## config.mk

```make
export PLATFORM = sky130hd
export DESIGN_NAME = wrw_ctrl
export DESIGN_NICKNAME = d
export VERILOG_FILES = /design/src/rtl/core/wrw_pkg.sv /design/src/rtl/core/wrw_ctrl.sv
export VERILOG_INCLUDE_DIRS = /design/src /design/src/rtl/core
export SDC_FILE = /design/constraint.sdc
export NUM_CORES = 1
export LEC_CHECK = 0
export BUFFER_PORTS_ARGS = -buffer_cell sky130_fd_sc_hd__buf_2
export CAP_MARGIN = 40
export CORE_AREA = 2 2 39 41
export DETAILED_ROUTE_END_ITERATION = 12
export DIE_AREA = 0 0 41 43
export SLEW_MARGIN = 25
export SYNTH_ARGS = -nofsm -noshare
export SYNTH_HDL_FRONTEND = slang
export SYNTH_SLANG_ARGS = --single-unit
```

## constraint.sdc

```tcl
create_clock -name clock -period 1.7 [get_ports clock]
set_input_delay 0.085 -clock clock [delete_from_list [all_inputs] [get_ports clock]]
set_output_delay 0.085 -clock clock [all_outputs]
set_load 0.01 [all_outputs]
```

## src/rtl/core/weighted_random_walk_step_macros.svh

```systemverilog
// Assertion macros for the weighted random walk step block.
// Included by modules that carry concurrent assertions; no other dependencies.
`ifndef WEIGHTED_RANDOM_WALK_STEP_MACROS_SVH
`define WEIGHTED_RANDOM_WALK_STEP_MACROS_SVH
// implication checked each clock, disabled in reset
`define WRW_ASSERT_IMPL(label, clk, rst, ante, cons, msg) \
   label: assert property (@(posedge clk) disable iff (rst) (ante) |-> (cons)) else $error(msg);
// next-cycle implication checked each clock, disabled in reset
`define WRW_ASSERT_NEXT(label, clk, rst, ante, cons, msg) \
   label: assert property (@(posedge clk) disable iff (rst) (ante) |=> (cons)) else $error(msg);
`endif

```

## src/rtl/core/wrw_pkg.sv

```systemverilog
// Package for the weighted random walk step block: payload structs, codes, sizes.
// No dependencies.
`default_nettype none
package wrw_pkg;
   localparam int NodeCount  = 1024;
   localparam int EdgeCount  = 4096;
   localparam int MaxWalk    = 1024;
   localparam int NodeW      = 10;
   localparam int SlotW      = 12;
   localparam int OffW       = 13;
   localparam int WeightW    = 16;
   localparam int SumW       = 28;
   localparam int TgtW       = 28;

   localparam logic [1:0] REQ_WR_OFFSET = 2'd0;
   localparam logic [1:0] REQ_WR_EDGE   = 2'd1;
   localparam logic [1:0] REQ_START     = 2'd2;
   localparam logic [1:0] REQ_STEP      = 2'd3;

   localparam logic CSR_WALK_LENGTH    = 1'b0;
   localparam logic CSR_RESTART_PERIOD = 1'b1;

   typedef struct packed {
      logic [1:0]  req_type;
      logic [10:0] node_id;
      logic [12:0] edge_offset;
      logic [11:0] edge_slot;
      logic [9:0]  edge_target;
      logic [15:0] edge_weight;
      logic [15:0] draw;
   } req_type;

   typedef struct packed {
      logic [9:0] walk_node;
      logic [9:0] position;
      logic       last;
   } rsp_type;

   // controller -> datapath
   typedef struct packed {
      logic load_req;     // capture request fields, launch offset reads
      logic load_off;     // capture offset table read data
      logic mod_step;     // one bit of the position remainder
      logic scan_init;    // scan pointer to first edge
      logic scan_step;    // scan pointer advances, accumulate
      logic pass2;        // second pass: cumulative select
      logic drop_excl;    // sum was zero, redo without exclusion
      logic calc_tgt;     // compute draw*sum target
      logic emit_start;   // result for start request
      logic emit_step;    // result for step request
      logic emit_restart; // step result returns to origin
      logic emit_stay;    // step result stays on node
   } ctl_type;

   // datapath -> controller
   typedef struct packed {
      logic       no_edges;
      logic       scan_done;
      logic       picked;
      logic       sum_zero;
      logic       excl_on;
      logic       walk_active;
      logic       restart_hit;
      logic       start_ok;
      logic       mod_last;
   } sts_type;
endpackage
`default_nettype wire

```

## src/rtl/core/wrw_ctrl.sv

```systemverilog
// Controller state machine for the weighted random walk step block.
// Depends on wrw_pkg and the assertion macro header.
`default_nettype none
`include "weighted_random_walk_step_macros.svh"
module wrw_ctrl import wrw_pkg::*; (
   input  wire logic    clock,
   input  wire logic    reset,
   input  wire logic    start,
   input  wire logic [1:0] req_kind,
   input  wire sts_type sts,
   output logic         busy,
   output ctl_type      ctl
);
   localparam logic [2:0] S_IDLE = 3'd0;
   localparam logic [2:0] S_RDOFF = 3'd1;
   localparam logic [2:0] S_DEC  = 3'd2;
   localparam logic [2:0] S_SUM  = 3'd3;
   localparam logic [2:0] S_TGT  = 3'd4;
   localparam logic [2:0] S_SEL  = 3'd5;
   localparam logic [2:0] S_EMIT = 3'd6;
   localparam logic [2:0] S_MOD  = 3'd7;

   logic [2:0] state_ff, state_in;
   logic [1:0] kind_ff, kind_in;

   always_ff @(posedge clock) begin
      if (reset) begin
         state_ff <= S_IDLE;
         kind_ff  <= REQ_WR_OFFSET;
      end else begin
         state_ff <= state_in;
         kind_ff  <= kind_in;
      end
   end

   always_comb begin
      state_in = state_ff;
      kind_in  = kind_ff;
      ctl      = '0;
      busy     = (state_ff != S_IDLE);
      case (state_ff)
         S_IDLE: begin
            if (start) begin
               ctl.load_req = 1'b1;
               kind_in = req_kind;
               if (req_kind inside {REQ_STEP, REQ_START}) state_in = S_RDOFF;
            end
         end
         S_RDOFF: begin
            ctl.load_off = 1'b1;
            ctl.mod_step = 1'b1;
            state_in = (kind_ff == REQ_START) ? S_DEC : S_MOD;
         end
         S_MOD: begin
            // remainder of position by restart period, one bit a cycle
            ctl.mod_step = 1'b1;
            if (sts.mod_last) state_in = S_DEC;
         end
         S_DEC: begin
            if (kind_ff == REQ_START) begin
               ctl.emit_start = sts.start_ok;
               state_in = S_IDLE;
            end else if (!sts.walk_active) begin
               state_in = S_IDLE;
            end else if (sts.restart_hit) begin
               ctl.emit_step = 1'b1;
               ctl.emit_restart = 1'b1;
               state_in = S_IDLE;
            end else if (sts.no_edges) begin
               ctl.emit_step = 1'b1;
               ctl.emit_stay = 1'b1;
               state_in = S_IDLE;
            end else begin
               ctl.scan_init = 1'b1;
               state_in = S_SUM;
            end
         end
         S_SUM: begin
            if (sts.scan_done) begin
               if (sts.sum_zero && sts.excl_on) begin
                  ctl.drop_excl = 1'b1;
                  ctl.scan_init = 1'b1;
               end else begin
                  state_in = S_TGT;
               end
            end else begin
               ctl.scan_step = 1'b1;
            end
         end
         S_TGT: begin
            ctl.calc_tgt  = 1'b1;
            ctl.scan_init = 1'b1;
            state_in = S_SEL;
         end
         S_SEL: begin
            ctl.pass2 = 1'b1;
            if (sts.picked || sts.scan_done) state_in = S_EMIT;
            else ctl.scan_step = 1'b1;
         end
         S_EMIT: begin
            ctl.emit_step = 1'b1;
            state_in = S_IDLE;
         end
         default: state_in = S_IDLE;
      endcase
   end

   `WRW_ASSERT_IMPL(a_emit_one, clock, reset, 1'b1, !(ctl.emit_start && ctl.emit_step), "two results")
   `WRW_ASSERT_IMPL(a_idle_accept, clock, reset, ctl.load_req, state_ff == S_IDLE, "accept while busy")
   `WRW_ASSERT_NEXT(a_emit_idle, clock, reset, ctl.emit_step || ctl.emit_start, state_ff == S_IDLE, "no idle")
endmodule
`default_nettype wire

```

==> summary.txt <==
GRT
  • Total grt overflow: 0
  • Total track usage: 16.4%
  • Largest net degree at the start of global routing: 11
  • Vias in the first global route: 520
  • Initial antenna violation count: 0
  • Global-route wire length before repair: 1.97 mm

Setup path
  • Worst Path Class, Setup: reg -> out
  • CP Data Required Time: 1.62 ns
  • Worst R2R Path Depth: 4
  • R2r startpoint: state_ff[2]
  • Critical Path Start Type: flop
  • End point of the critical path: ctl[7]
  • Worst setup EP type: output port
  • Crit. Startpoint: state_ff[2]
  • Slowest CP cell: dfxtp_1
  • Critical path fanouts, max: 9
  • R2r setup slk: 0.14 ns
  • Critical Path AT: 1.51 ns
  • Crit path cell chain: or3b_1 > a211oi_2 > buf_2
  • R2R Path End: state_ff[0]
  • Critical path's largest stage delay: 0.46 ns

Pwr
  • Max VDD drop: 0.555 mV
  • PwrDens: 1470 mW/mm^2
  • Leakage: 0.000327 uW

Routing
  • Final wirelength: 1.15 mm
  • Drt pass-1 iters: 4
  • Via count: 530
  • DRC: 0
  • Avg WL per Cell: 11.0 um
  • Final ANT Viol Nets: 0
  • Iteration-0 DRC Markers: 10
  • Vias per cell: 5.05

Synth
  • Async S/R FF share, synth: 0%
  • Cell area after synthesis: 427 um^2
  • Post-synth net total: 73
  • Number of distinct library cells after synthesis: 26
  • YS warnings: 0
  • Mean Syn Cell Area: 7.23 um^2
  • Syn Inst Count: 59
  • Main synth FF type: dfxtp_1
  • Post-synth EDFFs: 0
  • Seq/Total Area, Yosys: 23.5%
  • Yosys reg bits: 5

STA
  • Max_slew headroom: 73.8%
  • RSZ-0062 raised after global routing: false
  • Worst Skew: 0.00279 ns
  • Fin crit share: 93.8%
  • Post-Route Setup TNS: 0 ns
  • Final setup fails: 0
  • Max Slew Vio Count: 0
  • Min Tclk post-route: 1.60 ns
  • Final hold slack: 0.0854 ns
  • Endpoints failing hold: 0
  • Worst Tran Pin Value: 0.392 ns
  • Fmax: 0.627 GHz

Floorplanning
  • Boundary pin count: 27
  • # rows: 14
  • Initial core utilization: 30.8%
  • Die height: 43 um
  • Area of the die: 0.00176 mm^2
  • Die X: 41 um
  • CORE AREA: 0.00138 mm^2

Layout
  • Filler Cells Inserted: 158
  • Share of layout cells above drive strength 1: 40.4%
  • Synthesis-to-layout area growth: 44.3%
  • Fin nets: 104
  • Antenna cells: 0
  • Area of the multi-input gates: 295 um^2
  • Register area: 103 um^2
  • Commonest non-fill, non-tap cells in the layout: buf_2, nor2_1, inv_1
  • Commonest non-fill, non-tap cell in the layout: buf_2
  • Non-filler instance count after layout: 105

Place
  • # port buffers: 26
  • Cell Count Post-Placement: 101
  • HPWL after DPL: 965 um
  • GPL Wtd Cong: 0.808

Clock network
  • Post-CTS Setup Bufs: 0
  • H-Tree Depth: 1
  • CTS clk-pin slew, worst paths: 0.04 ns
  • CTS tree: built
  • Sinks on Clock Net: 5
  • Post-CTS Hold Fix Bufs: 0
  • Root buffer cell: clkbuf_4
  • Worst-Skew Late Latency: 0.24 ns
  • Total CTS buffers: 3
  • Max clock buf depth: 2

Hold path
  • WHS Path Cells: 2
  • Worst min path class: in -> reg

Outcome
  • Status: complete, no violations

Flow run
  • Max-cap violations: 0
==> registers in the layout, summed over array words and instances (netlist names) <==
signal,count
state_ff,3
kind_ff,2
==> layout make-up <==
class | count | share of cell area (%)
Multi-Input combinational cell | 45 | 48.0
Sequential cell | 5 | 16.7
Inverter | 7 | 4.27
Clock buffer | 4 | 4.27
Tap cell | 16 | 3.25
Timing Repair Buffer | 28 | 23.6
==> cell families after synthesis <==
kind of cell           count (synthesis)  synth area share (%)
muxes                                  2                  4.69
AOI/OAI and AO/OA                     12                  24.9
DFF                                    5                  23.5
and+or+nand+nor                       31                  38.4
buffers and inverters                  9                  8.51
==> critical path, delay by kind of cell (launching register included) <==
| kind | cells | cell delay (ns) |
|---|---|---|
| compound gates | 1 | 0.25 |
| flops | 1 | 0.46 |
| simple gates | 1 | 0.39 |
| buf+inv | 1 | 0.17 |
==> worst min path at each step <==
| stage | from | endpoint | slack (ns) |
|---|---|---|---|
| 3_5_place_dp | req_kind[0] | kind_ff[0] | 0.34 |
| 3_3_place_gp | reset | state_ff[0] | 0.33 |
| 4_1_cts | reset | state_ff[0] | 0.08 |
| 5_1_grt | reset | state_ff[0] | 0.08 |
| 2_1_floorplan | reset | state_ff[0] | 0.15 |
| 6_report | reset | state_ff[0] | 0.09 |
==> per-stage QoR <==
step	util, %	power [uW]	instance area (um^2)	worst slack [ns]
floorplan	-	584	427	0.177
global placement	42.0	745	582	0.208
detailed placement	42.0	757	582	0.129
CTS	44.0	906	609	0.0834
global route	44.5	1010	616	0.0126
finish	44.5	904	616	0.105
==> metal layers <==
layer  wire [um]  part of all wire, %  vias to the layer above  track usage, %
li1            -                    -                      269               -
met4          33                  2.9                        0            11.3
met1         481                   42                      239            18.1
met5           0                    0                        -               0
met3          58                  5.0                        4            3.66
met2         581                   50                       18            25.9
==> timing repair <==
item,4_1_cts,5_1_grt
pin swaps,0,0
cloned,0,0
resized for setup,1,2
endpoints found under the hold margin,0,0
setup endpoints to repair,1,4
==> cell usage after synthesis, types with 2 or more instances <==
library cell / instances / area, um^2
nand2b_1: 4 / 25.0
o21ai_0: 3 / 15.0
nand3_1: 2 / 10.0
nor2_1: 11 / 41.3
dfxtp_1: 5 / 100
buf_2: 2 / 10.0
nand2_1: 2 / 7.51
inv_1: 7 / 26.3
nor3b_1: 3 / 22.5
mux2i_1: 2 / 20.0
and3_1: 3 / 18.8
==> power breakdown <==
group          internal [uW]  switching, uW  total [uW]  leakage (uW)
combinational            248            279         527      0.000270
clock                   88.6           46.7         135     0.0000150
sequential               165           76.4         241     0.0000418
total                    501            403         904      0.000327
(Power assumes the default switching activity.)
